<file path="config.mk">
export PLATFORM = sky130hd
export DESIGN_NAME = c_like_source_tokenizer_core
export DESIGN_NICKNAME = d
export VERILOG_FILES = /design/src/rtl/core/cltok_pkg.sv /design/src/rtl/core/cltok_scan.sv /design/src/rtl/core/cltok_outq.sv /design/src/rtl/core/c_like_source_tokenizer_core.sv
export SDC_FILE = /design/constraint.sdc
export NUM_CORES = 1
export LEC_CHECK = 0
export BUFFER_PORTS_ARGS = -buffer_cell sky130_fd_sc_hd__buf_4
export CORE_MARGIN = 2
export CORE_UTILIZATION = 46
export DETAILED_ROUTE_END_ITERATION = 10
export PLACE_DENSITY_LB_ADDON = 0.12
export RECOVER_POWER = 100
export REMOVE_ABC_BUFFERS = 1
export SLEW_MARGIN = 20
export SYNTH_ARGS = -nofsm -noshare
export SYNTH_HDL_FRONTEND = slang
export SYNTH_SLANG_ARGS = --single-unit
</file>
<file path="constraint.sdc">
create_clock -name clk -period 4.85 [get_ports clk]
set_input_delay 0.2425 -clock clk [delete_from_list [all_inputs] [get_ports clk]]
set_output_delay 0.2425 -clock clk [all_outputs]
set_load 0.01 [all_outputs]
</file>
<file path="src/rtl/core/cltok_pkg.sv">
package cltok_pkg;

	localparam int unsigned OFFSET_BITS   = 20;
	localparam int unsigned POSITION_BITS = 16;
	localparam int unsigned LENGTH_BITS   = OFFSET_BITS + 1;

	typedef struct packed {
		logic [7:0] char_code;
		logic       end_of_text;
	} byte_item_t;

	typedef struct packed {
		logic [2:0]               token_kind;
		logic [7:0]               punct_char;
		logic [2:0]               error_code;
		logic [OFFSET_BITS-1:0]   start_offset;
		logic [LENGTH_BITS-1:0]   token_length;
		logic [POSITION_BITS-1:0] line_number;
		logic [POSITION_BITS-1:0] column_number;
		logic                     last;
	} token_item_t;

	typedef struct packed {
		logic [1:0]  count;
		token_item_t first;
		token_item_t second;
	} token_push_t;

endpackage

</file>
<file path="src/rtl/core/cltok_scan.sv">
module cltok_scan (
	input  logic                   clk,
	input  logic                   arst_n,
	input  logic                   fire,
	input  cltok_pkg::byte_item_t  item,
	output cltok_pkg::token_push_t push
);
	import cltok_pkg::*;

	localparam logic [3:0] M_IDLE     = 4'd0;
	localparam logic [3:0] M_IDENT    = 4'd1;
	localparam logic [3:0] M_NUMBER   = 4'd2;
	localparam logic [3:0] M_STRING   = 4'd3;
	localparam logic [3:0] M_SLASH    = 4'd4;
	localparam logic [3:0] M_COLON    = 4'd5;
	localparam logic [3:0] M_LINECOM  = 4'd6;
	localparam logic [3:0] M_BLOCKCOM = 4'd7;
	localparam logic [3:0] M_ERROR    = 4'd8;

	localparam logic [1:0] E_NORMAL    = 2'd0;
	localparam logic [1:0] E_BACKSLASH = 2'd1;
	localparam logic [1:0] E_CR        = 2'd2;

	localparam logic [2:0] K_END    = 3'd0;
	localparam logic [2:0] K_IDENT  = 3'd1;
	localparam logic [2:0] K_NUMBER = 3'd2;
	localparam logic [2:0] K_STRING = 3'd3;
	localparam logic [2:0] K_DCOLON = 3'd4;
	localparam logic [2:0] K_PUNCT  = 3'd5;
	localparam logic [2:0] K_ERROR  = 3'd6;

	localparam logic [2:0] ERR_NONE        = 3'd0;
	localparam logic [2:0] ERR_EOT_COMMENT = 3'd1;
	localparam logic [2:0] ERR_EOT_STRING  = 3'd2;
	localparam logic [2:0] ERR_NEWLINE     = 3'd3;
	localparam logic [2:0] ERR_INVALID     = 3'd4;

	localparam logic [7:0] C_TAB    = 8'd9;
	localparam logic [7:0] C_LF     = 8'd10;
	localparam logic [7:0] C_CR     = 8'd13;
	localparam logic [7:0] C_SPACE  = 8'd32;
	localparam logic [7:0] C_DEL    = 8'd127;
	localparam logic [7:0] C_QUOTE  = 8'h22;
	localparam logic [7:0] C_STAR   = 8'h2a;
	localparam logic [7:0] C_SLASH  = 8'h2f;
	localparam logic [7:0] C_COLON  = 8'h3a;
	localparam logic [7:0] C_BSLASH = 8'h5c;
	localparam logic [7:0] C_UNDER  = 8'h5f;
	localparam logic [7:0] C_NUL    = 8'd0;

	localparam logic [OFFSET_BITS-1:0]   OFF_MAX  = {OFFSET_BITS{1'b1}};
	localparam logic [POSITION_BITS-1:0] POS_MAX  = {POSITION_BITS{1'b1}};
	localparam logic [POSITION_BITS-1:0] POS_ONE  = POSITION_BITS'(1);
	localparam logic [LENGTH_BITS-1:0]   LEN_ZERO = '0;
	localparam logic [LENGTH_BITS-1:0]   LEN_ONE  = LENGTH_BITS'(1);
	localparam logic [LENGTH_BITS-1:0]   LEN_TWO  = LENGTH_BITS'(2);

	function automatic token_item_t make_token(
		input logic [2:0]               kind,
		input logic [7:0]               pch,
		input logic [2:0]               err,
		input logic [OFFSET_BITS-1:0]   off,
		input logic [LENGTH_BITS-1:0]   len,
		input logic [POSITION_BITS-1:0] line,
		input logic [POSITION_BITS-1:0] col
	);
		token_item_t t;
		t.token_kind    = kind;
		t.punct_char    = pch;
		t.error_code    = err;
		t.start_offset  = off;
		t.token_length  = len;
		t.line_number   = line;
		t.column_number = col;
		t.last          = 1'b0;
		return t;
	endfunction

	logic [3:0]               mode_q, mode_d;
	logic [1:0]               esc_q, esc_d;
	logic                     star_q, star_d;
	logic [OFFSET_BITS-1:0]   off_q, off_d;
	logic [POSITION_BITS-1:0] line_q, line_d;
	logic [POSITION_BITS-1:0] col_q, col_d;
	logic [OFFSET_BITS-1:0]   tstart_off_q;
	logic [POSITION_BITS-1:0] tstart_line_q;
	logic [POSITION_BITS-1:0] tstart_col_q;

	logic [7:0]             c;
	logic                   is_ws, is_alpha, is_digit, is_punct;
	logic [3:0]             bt_mode;
	logic                   bt_mark, bt_esc_clear, bt_v;
	token_item_t            bt_tok;
	logic                   mark, clear;
	logic                   a_v, b_v;
	token_item_t            a_tok, b_tok;
	logic [LENGTH_BITS-1:0] pend_len, str_len;
	token_item_t            err_tok_nl;

	assign c        = item.char_code;
	assign is_ws    = (c == C_SPACE) || (c >= C_TAB && c <= C_CR);
	assign is_alpha = (c >= 8'h41 && c <= 8'h5a) || (c >= 8'h61 && c <= 8'h7a) ||
		(c == C_UNDER);
	assign is_digit = (c >= 8'h30 && c <= 8'h39);
	assign is_punct = (c > C_SPACE) && (c < C_DEL);
	assign pend_len = {1'b0, off_q} - {1'b0, tstart_off_q};
	assign str_len  = pend_len + LEN_ONE;
	assign err_tok_nl = make_token(K_ERROR, C_NUL, ERR_NEWLINE, off_q, LEN_ZERO, line_q,
		col_q);

	always_comb begin
		bt_mode      = M_IDLE;
		bt_mark      = 1'b0;
		bt_esc_clear = 1'b0;
		bt_v         = 1'b0;
		bt_tok       = make_token(K_PUNCT, c, ERR_NONE, off_q, LEN_ONE, line_q, col_q);
		priority if (is_ws) begin
			bt_mode = M_IDLE;
		end else if (c == C_SLASH) begin
			bt_mark = 1'b1;
			bt_mode = M_SLASH;
		end else if (is_alpha) begin
			bt_mark = 1'b1;
			bt_mode = M_IDENT;
		end else if (is_digit) begin
			bt_mark = 1'b1;
			bt_mode = M_NUMBER;
		end else if (c == C_QUOTE) begin
			bt_mark      = 1'b1;
			bt_mode      = M_STRING;
			bt_esc_clear = 1'b1;
		end else if (c == C_COLON) begin
			bt_mark = 1'b1;
			bt_mode = M_COLON;
		end else if (is_punct) begin
			bt_v = 1'b1;
		end else begin
			bt_v    = 1'b1;
			bt_tok  = make_token(K_ERROR, C_NUL, ERR_INVALID, off_q, LEN_ZERO, line_q, col_q);
			bt_mode = M_ERROR;
		end
	end

	always_comb begin
		mode_d = mode_q;
		esc_d  = esc_q;
		star_d = star_q;
		off_d  = off_q;
		line_d = line_q;
		col_d  = col_q;
		mark   = 1'b0;
		clear  = 1'b0;
		a_v    = 1'b0;
		b_v    = 1'b0;
		a_tok  = bt_tok;
		b_tok  = bt_tok;
		if (item.end_of_text) begin
			clear = 1'b1;
			b_v   = 1'b1;
			b_tok = make_token(K_END, C_NUL, ERR_NONE, off_q, LEN_ZERO, line_q, col_q);
			unique case (mode_q)
				M_IDENT, M_NUMBER: begin
					a_v   = 1'b1;
					a_tok = make_token((mode_q == M_IDENT) ? K_IDENT : K_NUMBER, C_NUL,
						ERR_NONE, tstart_off_q, pend_len, tstart_line_q, tstart_col_q);
				end
				M_SLASH, M_COLON: begin
					a_v   = 1'b1;
					a_tok = make_token(K_PUNCT, (mode_q == M_SLASH) ? C_SLASH : C_COLON,
						ERR_NONE, tstart_off_q, LEN_ONE, tstart_line_q, tstart_col_q);
				end
				M_STRING: begin
					a_v   = 1'b1;
					b_v   = 1'b0;
					a_tok = make_token(K_ERROR, C_NUL, ERR_EOT_STRING, off_q, LEN_ZERO,
						line_q, col_q);
				end
				M_BLOCKCOM: begin
					a_v   = 1'b1;
					b_v   = 1'b0;
					a_tok = make_token(K_ERROR, C_NUL, ERR_EOT_COMMENT, off_q, LEN_ZERO,
						line_q, col_q);
				end
				default: begin
					a_v = 1'b0;
				end
			endcase
		end else begin
			unique case (mode_q)
				M_IDLE: begin
					mode_d = bt_mode;
					mark   = bt_mark;
					if (bt_esc_clear) begin
						esc_d = E_NORMAL;
					end
					a_v   = bt_v;
					a_tok = bt_tok;
				end
				M_IDENT, M_NUMBER: begin
					if (!(is_alpha || is_digit)) begin
						a_v   = 1'b1;
						a_tok = make_token((mode_q == M_IDENT) ? K_IDENT : K_NUMBER, C_NUL,
							ERR_NONE, tstart_off_q, pend_len, tstart_line_q, tstart_col_q);
						mode_d = bt_mode;
						mark   = bt_mark;
						if (bt_esc_clear) begin
							esc_d = E_NORMAL;
						end
						b_v = bt_v;
					end
				end
				M_STRING: begin
					priority if (c == C_QUOTE) begin
						esc_d = E_NORMAL;
						if (esc_q != E_BACKSLASH) begin
							a_v    = 1'b1;
							a_tok  = make_token(K_STRING, C_NUL, ERR_NONE, tstart_off_q,
								str_len, tstart_line_q, tstart_col_q);
							mode_d = M_IDLE;
						end
					end else if (c == C_BSLASH) begin
						esc_d = (esc_q == E_BACKSLASH) ? E_NORMAL : E_BACKSLASH;
					end else if (c == C_LF) begin
						esc_d = E_NORMAL;
						if (esc_q == E_NORMAL) begin
							a_v    = 1'b1;
							a_tok  = err_tok_nl;
							mode_d = M_ERROR;
						end
					end else if (c == C_CR) begin
						if (esc_q == E_BACKSLASH) begin
							esc_d = E_CR;
						end
					end else begin
						esc_d = E_NORMAL;
					end
				end
				M_SLASH, M_COLON: begin
					if (mode_q == M_SLASH && c == C_SLASH) begin
						mode_d = M_LINECOM;
					end else if (mode_q == M_SLASH && c == C_STAR) begin
						mode_d = M_BLOCKCOM;
						star_d = 1'b0;
					end else if (mode_q == M_COLON && c == C_COLON) begin
						a_v    = 1'b1;
						a_tok  = make_token(K_DCOLON, C_NUL, ERR_NONE, tstart_off_q, LEN_TWO,
							tstart_line_q, tstart_col_q);
						mode_d = M_IDLE;
					end else begin
						a_v   = 1'b1;
						a_tok = make_token(K_PUNCT, (mode_q == M_SLASH) ? C_SLASH : C_COLON,
							ERR_NONE, tstart_off_q, LEN_ONE, tstart_line_q, tstart_col_q);
						mode_d = bt_mode;
						mark   = bt_mark;
						if (bt_esc_clear) begin
							esc_d = E_NORMAL;
						end
						b_v = bt_v;
					end
				end
				M_LINECOM: begin
					if (c == C_LF) begin
						mode_d = M_IDLE;
					end
				end
				M_BLOCKCOM: begin
					if (star_q && c == C_SLASH) begin
						mode_d = M_IDLE;
						star_d = 1'b0;
					end else begin
						star_d = (c == C_STAR);
					end
				end
				default: begin
					mode_d = M_ERROR;
				end
			endcase
			if (off_q != OFF_MAX) begin
				off_d = off_q + OFFSET_BITS'(1);
			end
			if (c == C_LF) begin
				col_d = POS_ONE;
				if (line_q != POS_MAX) begin
					line_d = line_q + POS_ONE;
				end
			end else if (col_q != POS_MAX) begin
				col_d = col_q + POS_ONE;
			end
		end
	end

	always_comb begin
		push.count       = fire ? ({1'b0, a_v} + {1'b0, b_v}) : 2'd0;
		push.first       = a_v ? a_tok : b_tok;
		push.first.last  = !(a_v && b_v);
		push.second      = b_tok;
		push.second.last = 1'b1;
	end

	always_ff @(posedge clk or negedge arst_n) begin
		if (!arst_n) begin
			mode_q        <= M_IDLE;
			esc_q         <= E_NORMAL;
			star_q        <= 1'b0;
			off_q         <= '0;
			line_q        <= POS_ONE;
			col_q         <= POS_ONE;
			tstart_off_q  <= '0;
			tstart_line_q <= POS_ONE;
			tstart_col_q  <= POS_ONE;
		end else if (fire) begin
			if (clear) begin
				mode_q        <= M_IDLE;
				esc_q         <= E_NORMAL;
				star_q        <= 1'b0;
				off_q         <= '0;
				line_q        <= POS_ONE;
				col_q         <= POS_ONE;
				tstart_off_q  <= '0;
				tstart_line_q <= POS_ONE;
				tstart_col_q  <= POS_ONE;
			end else begin
				mode_q <= mode_d;
				esc_q  <= esc_d;
				star_q <= star_d;
				off_q  <= off_d;
				line_q <= line_d;
				col_q  <= col_d;
				if (mark) begin
					tstart_off_q  <= off_q;
					tstart_line_q <= line_q;
					tstart_col_q  <= col_q;
				end
			end
		end
	end

`ifndef ASSERT_OFF
	a_push_count: assert property (@(posedge clk) disable iff (!arst_n)
		push.count != 2'd3)
		else $error("more than two results from one byte");
	a_pair_last: assert property (@(posedge clk) disable iff (!arst_n)
		push.count == 2'd2 |-> !push.first.last && push.second.last)
		else $error("last flag misplaced on result pair");
	a_eot_restart: assert property (@(posedge clk) disable iff (!arst_n)
		fire && item.end_of_text |=> mode_q == M_IDLE && off_q == '0 && line_q == POS_ONE &&
		col_q == POS_ONE)
		else $error("end of text did not restart the scanner");
`endif

endmodule

</file>
<file path="src/rtl/core/cltok_outq.sv">
module cltok_outq (
	input  logic                   clk,
	input  logic                   arst_n,
	input  cltok_pkg::token_push_t push,
	output logic                   room,
	output logic                   valid,
	input  logic                   stall,
	output cltok_pkg::token_item_t item
);
	import cltok_pkg::*;

	localparam int unsigned DEPTH = 4;
	localparam int unsigned PTR_W = $clog2(DEPTH);
	localparam int unsigned CNT_W = PTR_W + 1;

	token_item_t       entry_q [DEPTH];
	logic [PTR_W-1:0]  wptr_q, rptr_q, wnext;
	logic [CNT_W-1:0]  cnt_q;
	logic              pop;

	assign pop   = valid && !stall;
	assign wnext = wptr_q + PTR_W'(1);
	assign valid = (cnt_q != '0);
	assign room  = (cnt_q <= CNT_W'(DEPTH - 2));
	assign item  = entry_q[rptr_q];

	always_ff @(posedge clk) begin
		if (push.count != 2'd0) begin
			entry_q[wptr_q] <= push.first;
		end
		if (push.count == 2'd2) begin
			entry_q[wnext] <= push.second;
		end
	end

	always_ff @(posedge clk or negedge arst_n) begin
		if (!arst_n) begin
			wptr_q <= '0;
			rptr_q <= '0;
			cnt_q  <= '0;
		end else begin
			wptr_q <= wptr_q + PTR_W'(push.count);
			rptr_q <= rptr_q + PTR_W'(pop);
			cnt_q  <= cnt_q + CNT_W'(push.count) - CNT_W'(pop);
		end
	end

`ifndef ASSERT_OFF
	a_cnt_bound: assert property (@(posedge clk) disable iff (!arst_n)
		cnt_q <= CNT_W'(DEPTH))
		else $error("result queue count out of range");
	a_no_overflow: assert property (@(posedge clk) disable iff (!arst_n)
		push.count != 2'd0 |-> cnt_q <= CNT_W'(DEPTH - 2))
		else $error("push into result queue without room");
	a_hold_stalled: assert property (@(posedge clk) disable iff (!arst_n)
		valid && stall |=> cnt_q >= $past(cnt_q) && rptr_q == $past(rptr_q))
		else $error("result dropped while stalled");
`endif

endmodule

</file>
<file path="src/rtl/core/c_like_source_tokenizer_core.sv">
// Path: input register, combinational scanner, then the four-entry result queue to the output.
// Throughput: one byte per cycle while the queue has room; a byte that closes a token and opens a
// punctuation or error result, or an end of text that flushes a pending token, produces two
// transactions, which the result queue drains at one a cycle while token_stall is low.
// Reset: arst_n clears the scanner to between tokens at offset 0, line 1, column 1, and empties
// the input register and the result queue.
module c_like_source_tokenizer_core (
	input  logic                   clk,
	input  logic                   arst_n,
	input  logic                   byte_valid,
	output logic                   byte_stall,
	input  cltok_pkg::byte_item_t  byte_item,
	output logic                   token_valid,
	input  logic                   token_stall,
	output cltok_pkg::token_item_t token_item
);
	import cltok_pkg::*;

	logic        valid_s1;
	byte_item_t  item_s1;
	logic        room, advance, accept;
	token_push_t push;

	assign advance    = valid_s1 && room;
	assign byte_stall = valid_s1 && !room;
	assign accept     = byte_valid && !byte_stall;

	always_ff @(posedge clk or negedge arst_n) begin
		if (!arst_n) begin
			valid_s1 <= 1'b0;
		end else if (accept) begin
			valid_s1 <= 1'b1;
		end else if (advance) begin
			valid_s1 <= 1'b0;
		end
	end

	always_ff @(posedge clk) begin
		if (accept) begin
			item_s1 <= byte_item;
		end
	end

	cltok_scan u_scan (
		.clk    (clk),
		.arst_n (arst_n),
		.fire   (advance),
		.item   (item_s1),
		.push   (push)
	);

	cltok_outq u_outq (
		.clk    (clk),
		.arst_n (arst_n),
		.push   (push),
		.room   (room),
		.valid  (token_valid),
		.stall  (token_stall),
		.item   (token_item)
	);

endmodule
</file>
==> Word-level counts from Yosys, hierarchy flattened <==
Memories as Yosys holds them, arrays and structs flattened.
Cells that the tools add are included.
{ "word_totals": {"regBits": 128, "mem_bits_rw": 352, "out_inout_bits": 90, "mem_count": 1} }
{ "classes": {"addsub": 11, "n_lt_le_gt_ge": 11, "eq_ne": 35, "muxes": 130, "reduce_logical": 45} }
{ "mem_list": {"columns": ["memory", "depth", "width", "read_ports", "rd_clocked_by_memory_dff", "wr", "line_no", "rtl"], "rows": [
  ["u_outq.entry_q", 4, 88, 1, 0, 2, "cltok_outq.sv:16", "token_item_t entry_q [DEPTH];"]
]} }
{ "op_table": {"columns": ["cell", "n"], "rows": [
  ["$mux W88", 17],
  ["$pmux W88 S4", 1],
  ["$pmux W88 S3", 1],
  ["$mux W16", 12],
  ["$mux W20", 5],
  ["$mux W87", 1],
  ["$mux W86", 1],
  ["$mux W4", 20],
  ["$mux W1", 51],
  ["$eq A8 B6 Y1 const B", 5],
  ["$add A16 B1 Y16 const B", 2],
  ["$ne A16 B16 Y1 const B", 2],
  ["$mux W2", 14],
  ["$pmux W4 S6", 1],
  ["$add A21 B1 Y21 const B", 1],
  ["$sub A20 B20 Y21", 1],
  ["$add A20 B1 Y20 const B", 1],
  ["$ne A20 B20 Y1 const B", 1],
  ["$eq A4 B3 Y1 const B", 4],
  ["$eq A8 B4 Y1 const B", 2],
  ["$eq A8 B7 Y1 const B", 2],
  ["$ge A8 B7 Y1 const B", 2],
  ["$le A8 B7 Y1 const B", 2],
  ["$logic_and A1 B1 Y1", 14],
  ["other kinds (44)", 69]
]} }

==> Longest topological paths before layout <==
Gate-level depths: netlist (run 1).
{ "depth": {"depth_word": 17, "ltp_mapped": 18, "mapped_depth_nobuf": 13} }

==> Cells and area by module <==
Synthesis (run 1) repeated with hierarchy kept, for this count alone.
{ "hier_totals": {"hier_cells": 2119, "hier_area_um2": 27221.1} }
{ "by_module_without_submodules": {"columns": ["module", "instances", "cells_per_inst", "area_per_inst_um2", "seq_area_each_um2"], "rows": [
  ["cltok_outq", 1, 893, 17267.8, 10745.3],
  ["cltok_scan", 1, 1211, 9619.2, 2782.7],
  ["c_like_source_tokenizer_core", 1, 15, 334.1, 295.3]
]} }

==> Worst setup path before layout (run 1) <==
OpenSTA, ideal clock, no wires.
{ "synth_timing": {"path_type": "register -> register", "from": "register item_s1[5] (netlist bit)", "to": "memory u_outq.entry_q[0][10] (netlist bit), enable pin", "setup_time_ns": 0.420, "arrival_time_ns": 4.922, "t_required_ns": 4.430, "setup_slack_ns": -0.492, "path_stages_with_launch": 15, "n_path_buf": 4, "path_cell_list": "edfxtp_1 > clkbuf_1 > or3_1 > a211o_1 > a221oi_4 > a41o_2 > inv_2 > buf_6 > ha_1 > clkbuf_1 > o21ai_1 > nor3_1 > nor2_1 > clkbuf_1 > inv_1"} }
{ "synth_lines": {"columns": ["item", "line_no", "rtl"], "rows": [
  ["from (decl)", "c_like_source_tokenizer_core.sv:20", "byte_item_t item_s1;"],
  ["from (signal assigned)", "c_like_source_tokenizer_core.sv:40", "item_s1 <= byte_item;"],
  ["to (decl)", "cltok_outq.sv:16", null]
]} }

==> flow_summary.yaml, run 1 <==
run_status:
  outcome: "finished with violations"
  violations: "capacitance limit, slew limit"
power_and_ir_drop:
  p_leak_nw: 10.0
  power_per_cell_area_mw_per_mm2: 554
  irDropWorstVdd_uv: 758
sta:
  tightest_slew_ns: 3.12
  slew-limit-headroom_pct: -108
  hold_violations: 0
  rsz0062_at_grt: "no"
  drv_slew: 106
  period_minus_slack_ns: 4.60
  holdWs_ns: 0.0532
  setup_violations: 0
  fmax_mhz: 217
  fin_worst_skew_ns: 0.0191
  post-route-period-util_pct: 94.9
finish:
  stdcell_area_mm2: 0.0284
  antenna_cells: 0
  drive_above_1_share_pct: 13.2
  syn_to_final_growth_pct: 12.4
  nets: 2451
floorplanning:
  dieArea_mm2: 0.0568
  core_area_mm2: 0.0540
  io_pins: 103
  floorplan.initialDensity_pct: 46.8
  rows: 85
  die_h_um: 238
  die_w_um: 238
yosys:
  async_reset_ff_share_pct: 24.8
  synth_xor_area_share_pct: 1.98
  yosysSeqAreaShare_pct: 51.0
  yosysTopAreaCellShare_pct: 32.0
  synth-compound-area-share_pct: 19.1
  synth_flop_cell: "edfxtp_1"
  synth_most_common_cell: "nand2_1"
  synthesis.instances: 2372
  synthAdderAreaFrac_pct: 1.64
  syn_avg_cell_area_um2: 10.7
  synth_top_cell_by_area: "edfxtp_1"
  synth_simple_gate_area_share_pct: 12.9
  netlist_area_mm2: 0.0253
  yosysWarnings: 0
  ys_seq_elements: 480
  synth_edf_count: 269
  netlist_top_cells_area: "edfxtp_1 (32%), dfrtp_1 (11%), mux4_2 (7.8%)"
  ys_types: 92
  synth.top_cells.by_count: "nand2_1 (330), edfxtp_1 (269), a22o_1 (204)"
  synth_top_family_by_area: "compound AO/OA/AOI/OAI gates"
  synthMuxAreaShare_pct: 9.02
grt:
  grt_max_degree: 62
  grt_pass1_vias: 19631
  track_usage_pct: 27.7
  gr-total-overflow: 0
  antenna_found_initial: 0
  grt_pass1_wl_um: 120000
clock_tree:
  max-clock-path-buffers: 3
  cts_root_buf: "clkbuf_16"
  cts_made_buffers: 54
  clock_latency_ns: 0.62
  h-tree-depth: 2
  cts.sinks: 480
  cts_tree: "done"
  clkSlewWorstSetupHoldPaths_ns: 0.06
place:
  dp_hpwl_um: 51100
  gp_congestion: 0.912
  io_buffers: 102
  place_area_mm2: 0.0268
flow_run:
  cap_viol_max_count: 3
routing:
  drt_iter0_markers: 1730
  final_antenna_net_count: 0
  drt_pass1_iterations: 7
  vias: 19987
  wl_um: 78900
  wl_per_cell_um: 25.0
  via_per_inst: 6.35
  route.detailed.drc: 0
critical_path:
  cp_data_required_time_ns: 5.40
  path_buf_inv: 3
  crit_type: "reg2reg"
  critPathLaunchType: "flip-flop"
  crit_arrival_ns: 5.16
  cp_slowest_cell: "nor2_1"
  critPathTopFamily: "simple AND/OR/NAND/NOR gates"
  max_stage_delay_ns: 0.91
  critical_path.cell_chain: "nor4_1, and4_1, clkbuf_1, a221oi_4, a41o_2, inv_2, ha_1, o21ai_1, or2_2, nor2_1, buf_4, and3_1, mux2i_1, nand2_1"
  path_max_fanout: 12
  endpoint_kind: "flip-flop"
min_path:
  min_path_type: "in2reg"
[sequential cells by signal (all words and copies together), names as in the netlist, 9 cells and up]
signal / count
u_outq.entry_q: 352
u_scan.off_q: 20
u_scan.tstart_off_q: 20
u_scan.col_q: 16
u_scan.line_q: 16
u_scan.tstart_col_q: 16
u_scan.tstart_line_q: 16
item_s1: 9
[power breakdown]
| part | switching, W | internal, W | leakage, nW |
|---|---|---|---|
| Combinational | 0.00362 | 0.00189 | 4.38 |
| Clock | 0.00177 | 0.00274 | 0.985 |
| Sequential | 0.000623 | 0.00510 | 4.67 |
| Total | 0.00601 | 0.00974 | 10.0 |
[cells in the final DEF, fill, tap and decap left out, drive strengths merged, types with 14 or more instances in the layout]
cell type	netlist	routed
a21oi	98	98
a22o	204	204
a22oi	18	18
and3	18	18
buf	52	57
clkbuf	164	193
clkinv	1	22
dfrtp	115	115
dfxtp	92	92
edfxtp	269	269
ha	30	30
inv	56	57
mux2i	22	22
mux4	88	88
nand2	334	334
nand2b	14	14
nand3	55	55
nand4	24	24
nor2	116	116
nor2b	14	14
nor3	63	63
o21ai	214	214
o22ai	46	46
or3	25	25
xnor2	24	24
xor2	33	33
[cell type report]
cell class | instances | area, um2
flip-flops and latches | 480 | 12900
repair buffers | 191 | 1130
clock inverters | 32 | 398
fillers | 4789 | 25600
inverters | 57 | 214
well taps | 696 | 871
clock buffers | 70 | 1580
multi-input cells | 1622 | 11300
[metal layers]
metal | track usage (%) | share of wire [%] | vias to the layer above
met4 | 10.4 | 3.7 | 0
met5 | 0 | 0 | -
met1 | 37.0 | 42 | 9922
met2 | 44.8 | 47 | 882
li1 | - | - | 9008
met3 | 5.40 | 7.9 | 175
[path summary, 6_finish.rpt]
path | from | end | slack [ns] | cells past startpoint
max in group asynchronous | arst_n | u_scan.tstart_line_q[1] | 0.84 | 3
setup / recovery | item_s1[1] | u_outq.entry_q[2][52] | 0.25 | 14
hold / removal | token_stall | u_outq.rptr_q[0] | 0.05 | 3
setup reg to reg | item_s1[1] | u_outq.entry_q[2][52] | 0.25 | 14
min in group asynchronous | arst_n | u_scan.esc_q[0] | 1.19 | 2
hold reg to reg | u_outq.entry_q[3][45] | u_outq.entry_q[3][45] | 0.45 | 2
[kinds of logic after synthesis]
kind of cell,after synthesis
mux,117
other cells,1
buf+inv,273
fa+ha+maj,32
xor+xnor,57
compound gates,700
simple gates,712
flops,480
[worst register-to-register path, delay by kind of cell (launching register included)]
kind                       cells  cell delay [ns]
adders and majority gates      1             0.19
buffers and inverters          3             0.74
and+or+nand+nor                6             2.44
DFF                            1             0.54
AOI/OAI and AO/OA              3             0.57
muxes                          1             0.06
[per-stage QoR]
stage | power (W) | TNS [ns] | util, % | instances | worst slack (ns)
CTS | 0.0161 | 0 | 53.5 | 3148 | 0.230
detailed placement | 0.0116 | 0 | 49.6 | 3035 | 0.250
floorplan | 0.00908 | -1253.37 | - | 2159 | -3.85
global placement | 0.0116 | 0 | 49.6 | 3035 | 0.390
global route | 0.0164 | 0 | 52.6 | 3148 | 0.0239
finish | 0.0157 | 0 | 52.6 | 3148 | 0.246
[repair_timing]
| action | CTS | global route |
|---|---|---|
| endpoints found under the setup margin | 0 | 13 |
| setup buffers | 0 | 0 |
| resized for setup | 0 | 1 |
| hold buffers | 11 | 0 |
| endpoints found under the hold margin | 55 | 0 |
Note: power is estimated with default switching activity, not from simulation.
==> run 2, diff against run 1 <==
- CORE_MARGIN: 2 -> 4
==> run 2 against run 1 <==
  * The flow still finishes with violations (capacitance limit, slew limit)
  * Clock power down 11%
  * Fmax up 2.1%
  * First-iteration DRC count up 9.5%
  * Register-to-register slack better by 0.097 ns
  * Global-route usage down 1.1 points
  * Power down 3.1%
  * Final cell count up 0.13%
  * Sequential power up 0.7%
  * Combinational power about the same
  * Die area up 3.4%
  * Largest cell class unchanged
  * Largest power group unchanged
==> flow_summary.yaml, run 2 (same netlist as run 1, synthesis figures left out) <==
finish:
  largest_register_ff_count: 352
  largestRegisters: "u_outq.entry_q: 352 flops, u_scan.off_q: 20 flops, u_scan.tstart_off_q: 20 flops"
  antenna_cells: 0
  layout.cells.most_common: "nand2_1"
  drive_above_1_share_pct: 12.7
  nets: 2458
  syn_to_final_growth_pct: 11.7
  regMostFlops: "u_outq.entry_q"
  final_cell_mix: "nand2_1 (330), edfxtp_1 (269), a22o_1 (204)"
  utilization_pct: 52.2
  fill_cells: 4791
grt:
  antenna_found_initial: 0
  grt_pass1_wl_um: 122000
  gr-total-overflow: 0
  track_usage_pct: 26.6
  grt_max_degree: 51
  grt_pass1_vias: 19688
sta:
  period_minus_slack_ns: 4.51
  setup_violations: 0
  hold_violations: 0
  worst_slack_ns: 0.343
  rsz0062_at_grt: "no"
  fin_worst_skew_ns: 0.0225
  tightest_slew_ns: 2.80
  slew-limit-headroom_pct: -86.8
  drv_slew: 130
  tns_ns: 0
  fmax_mhz: 222
  post-route-period-util_pct: 92.9
power_and_ir_drop:
  p_int_w: 0.00934
  p_sw_w: 0.00593
  seq_power_share_pct: 37.7
  clkPwrFrac_pct: 26.2
  power_per_cell_area_mw_per_mm2: 540
  irDropWorstVdd_uv: 492
  p_leak_nw: 9.94
  combPwrFrac_pct: 36.1
  switching_share_pct: 38.8
routing:
  drt_iter0_markers: 1894
  via_per_inst: 6.36
  vias: 20044
  wl_um: 79600
  wl_per_cell_um: 25.2
  drt_pass1_iterations: 5
  route.detailed.drc: 0
  final_antenna_net_count: 0
floorplanning:
  dieArea_mm2: 0.0588
  rows: 85
  floorplan.initialDensity_pct: 46.7
  die_w_um: 242
  die_h_um: 242
  io_pins: 103
  core_area_mm2: 0.0541
clock_tree:
  postCtsSetupRepairBufs: 0
  cts_tree: "done"
  cts_root_buf: "clkbuf_16"
  clock_latency_ns: 0.62
  max-clock-path-buffers: 3
  h-tree-depth: 2
  clkSlewWorstSetupHoldPaths_ns: 0.06
  cts_made_buffers: 52
  cts.sinks: 480
min_path:
  min_from: "token_stall"
  min_path_type: "in2reg"
  holdPathStages: 3
  whs_endpoint: "u_outq.rptr_q[0]"
run_status:
  violations: "capacitance limit, slew limit"
  outcome: "finished with violations"
critical_path:
  crit_type: "reg2reg"
  critical_path.cell_chain: "nor4_1, a211o_1, o21ai_0, nor2b_1, o211ai_1, o21ai_0, ha_1, nand2_1, or3_1, clkbuf_1, o32ai_1"
  max_stage_delay_ns: 0.72
  cp_data_required_time_ns: 5.29
  crit_top_cell: "o21ai_0"
  rr_endpoint: "u_outq.entry_q[0][82]"
  cp_slowest_cell: "or3_1"
  endpoint_kind: "flip-flop"
  timing.rr.start: "item_s1[1]"
  r2r_cells: 11
  critPathLaunchType: "flip-flop"
  crit_start: "item_s1[1]"
  path_max_fanout: 13
  r2r_slack_ns: 0.34
  crit_arrival_ns: 4.94
place:
  pre_cts_ws_ns: 0.584
  dp_hpwl_um: 52300
  io_buffers: 102
  gp_congestion: 0.961
flow_run:
  cap_viol_max_count: 3
[run 2: changes by cell type in the layout (fill, tap and decap cells not counted), moves of 4 or more]
cell       change
clkbuf_16      -7
clkbuf_1      +13
buf_4          +9
clkinv_2       -6
bufinv_16      -4
[run 2: what timing repair did]
item                      in CTS  in global routing
hold buffers                  11                  0
hold endpoints to repair      49                  0
gates resized for setup        0                  0
[run 2: power groups by stage]
stage,logic (W),registers [W],clock network [W]
floorplan,0.00333,0.00576,0
global placement,0.00577,0.00580,0
detailed placement,0.00579,0.00584,0
CTS,0.00582,0.00576,0.00406
global route,0.00594,0.00586,0.00422
finish,0.00551,0.00576,0.00400
[run 2: per-layer routing]
metal  vias to the layer above  part of all wire (%)  global-route usage (%)
li1                       9006                     -                       -
met1                      9956                    42                    36.9
met2                       908                    47                    42.9
met3                       174                   7.6                    4.04
met4                         0                   3.5                    9.39
met5                         -                     0                       0
[run 2: final cells by class]
class | count | area [um2] | area share, %
tap | 696 | 871 | 3.08
sequential | 480 | 12900 | 45.7
clock inverter | 19 | 228 | 0.806
clock buffer | 78 | 1480 | 5.25
inverter | 57 | 214 | 0.758
timing repair buffer | 200 | 1220 | 4.32
multi-input combinational | 1622 | 11300 | 40.1
[run 2: worst max-delay path by stage]
stage,endpoint,slack [ns],depth (start not counted)
6_report,u_outq.entry_q[0][82],0.34,11
5_1_grt,u_outq.entry_q[0][82],0.13,11
4_1_cts,u_outq.entry_q[1][12],0.55,14
3_5_place_dp,u_outq.entry_q[1][12],0.58,14
3_3_place_gp,u_outq.entry_q[1][30],0.46,12
2_1_floorplan,u_outq.entry_q[1][10],-3.85,8
[run 2: worst max-delay path: cells and delay by family, from the launching register on]
kind,cells,cell delay (ns)
flip-flops,1,0.54
AO/OA/AOI/OAI,5,1.30
adder cells (fa/ha/maj),1,0.25
buffers and inverters,1,0.39
AND/OR/NAND/NOR,4,1.84
[run 2: through the flow]
stage,hold slack (ns),instances,instance area [um2],total power [W]
6_report,0.0970,3152,28200,0.0153
2_1_floorplan,-0.0531,2159,24400,0.00908
3_5_place_dp,0.295,3044,26800,0.0116
3_3_place_gp,0.296,3044,26800,0.0116
5_1_grt,0.110,3152,28200,0.0160
4_1_cts,0.0826,3152,28700,0.0156
==> run 3, diff against run 2 <==
- CTS_CLUSTER_DIAMETER: not set -> 80
- GPL_TIMING_DRIVEN: not set -> 0
- SETUP_SLACK_MARGIN: not set -> 0.3
==> run 3 against run 2 <==
  * The flow still finishes with violations (capacitance limit, slew limit)
  * Fmax is 0.56% lower
  * Sequential share of layout area down 1.6 points
  * Sequential power down 1%
  * Final area rose by 3.7%
  * First-iteration DRC count down 0.95%
  * Critical path type unchanged
  * Routed wire length up 1.6%
==> flow_summary.yaml, run 3 (same netlist as run 1, synthesis figures left out) <==
run_status:
  outcome: "finished with violations"
  violations: "capacitance limit, slew limit"
finish:
  nets: 2474
  final_cell_mix: "nand2_1 (331), edfxtp_1 (269), a22o_1 (204)"
  regMostFlops: "u_outq.entry_q"
  fill_cells: 4674
  syn_to_final_growth_pct: 15.9
  largest_register_ff_count: 352
  stdcell_area_mm2: 0.0293
  layout.cells.most_common: "nand2_1"
  drive_above_1_share_pct: 15.3
  antenna_cells: 0
  largestRegisters: "u_outq.entry_q: 352 flops, u_scan.off_q: 20 flops, u_scan.tstart_off_q: 20 flops"
floorplanning:
  io_pins: 103
  dieArea_mm2: 0.0588
  die_w_um: 242
  floorplan.initialDensity_pct: 46.7
  rows: 85
  core_area_mm2: 0.0541
  die_h_um: 242
sta:
  tightest_slew_ns: 2.97
  period_minus_slack_ns: 4.53
  fin_worst_skew_ns: 0.0111
  setup_violations: 0
  holdWs_ns: 0.0657
  rsz0062_at_grt: "no"
  fmax_mhz: 221
  worst_slack_ns: 0.318
  hold_violations: 0
  post-route-period-util_pct: 93.4
  slew-limit-headroom_pct: -97.8
  drv_slew: 95
clock_tree:
  cts_root_buf: "clkbuf_16"
  cts_made_buffers: 52
  clock_latency_ns: 0.61
  cts_tree: "done"
  h-tree-depth: 2
  clkSlewWorstSetupHoldPaths_ns: 0.06
  cts.sinks: 480
  max-clock-path-buffers: 3
critical_path:
  endpoint_kind: "flip-flop"
  cp_data_required_time_ns: 5.40
  crit_type: "reg2reg"
  path_max_fanout: 17
  critPathLaunchType: "flip-flop"
  crit_arrival_ns: 5.08
power_and_ir_drop:
  irDropWorstVdd_uv: 640
  p_leak_nw: 10.3
  power_per_cell_area_mw_per_mm2: 547
grt:
  grt_pass1_wl_um: 123000
  antenna_found_initial: 0
  track_usage_pct: 26.8
  grt_pass1_vias: 20039
  gr-total-overflow: 0
  grt_max_degree: 76
place:
  place_area_mm2: 0.0271
  io_buffers: 102
  gp_congestion: 0.900
  dp_hpwl_um: 51500
  pre_cts_ws_ns: -2.32
min_path:
  min_path_type: "in2reg"
routing:
  wl_per_cell_um: 25.5
  via_per_inst: 6.39
  drt_iter0_markers: 1876
  wl_um: 80900
  route.detailed.drc: 0
  final_antenna_net_count: 0
  drt_pass1_iterations: 5
  vias: 20244
flow_run:
  cap_viol_max_count: 3
==> run 3: changes by cell type in the layout (fill, tap and decap cells not counted), moves of 8 or more <==
cell	previous run	this run
clkbuf_2	20	2
nor2_1	113	99
buf_8	0	8
nor2_4	0	10
buf_6	0	13
buf_16	0	17
nor2_2	3	11
==> run 3: where the power goes <==
group	leakage, nW	internal, W	switching (W)
clock	0.898	0.00259	0.00169
sequential	4.67	0.00510	0.000578
combinational	4.76	0.00216	0.00389
total	10.3	0.00985	0.00615
==> run 3: stage by stage <==
step                utilization, %  total power, W  TNS [ns]  instances
floorplan                        -         0.00908  -1253.37       2159
global placement              48.1          0.0115  -6312.72       2957
detailed placement            50.0          0.0117  -1112.40       3010
CTS                           54.5          0.0163         0       3159
global route                  54.1          0.0168         0       3169
finish                        54.1          0.0160         0       3169
==> run 3: path summary, 6_finish.rpt <==
kind | from | to | slack [ns] | cells after the start
min in group asynchronous | arst_n | u_scan.esc_q[0] | 1.14 | 2
max in group asynchronous | arst_n | u_outq.rptr_q[1] | 1.60 | 2
worst min register to register | u_outq.entry_q[0][45] | u_outq.entry_q[0][45] | 0.45 | 2
worst max register to register | item_s1[5] | u_outq.entry_q[2][53] | 0.32 | 15
worst min-delay path | token_stall | u_outq.rptr_q[0] | 0.07 | 3
worst max-delay path | item_s1[5] | u_outq.entry_q[2][53] | 0.32 | 15
==> run 3: area by class of cell <==
class,count,area [um2],share of cell area [%]
clock buffer,71,1510,5.15
clock inverter,27,330,1.13
inverter,57,246,0.842
multi-input combinational,1627,11700,39.8
sequential,480,12900,44.1
tap,696,871,2.97
timing repair buffer,210,1760,5.99
timing repair inverter,1,6.26,0.0214
==> run 3: routing by layer <==
metal	vias to the layer above	global-route usage (%)	part of all wire, %	wire (um)
li1	9067	-	-	-
met4	0	9.07	3.2	2610
met2	846	43.3	47	37800
met1	10187	36.1	42	33800
met5	-	0	0	0
met3	144	5.78	8.3	6720
==> run 3: what timing repair did <==
| action | CTS | global route |
|---|---|---|
| gates resized for setup | 45 | 18 |
| gates cloned | 7 | 3 |
| endpoints found under the setup margin | 613 | 334 |
| pin swaps | 14 | 4 |
| hold endpoints to repair | 126 | 0 |
| setup buffers | 33 | 6 |
| hold buffers | 11 | 0 |
==> run 3: critical path: stages (launching register included) <==
cell and delay, ns:
edfxtp_1 0.37, clkbuf_1 0.34, nor4_4 0.08, a211o_1 0.32, o211a_1 0.37, a221oi_4 0.29
a41o_4 0.32, inv_6 0.09, ha_4 0.32, o21ai_4 0.40, nor2_4 0.09, buf_16 0.18
buf_8 0.17, nor2_1 0.83, a21oi_1 0.18, nand2_1 0.11
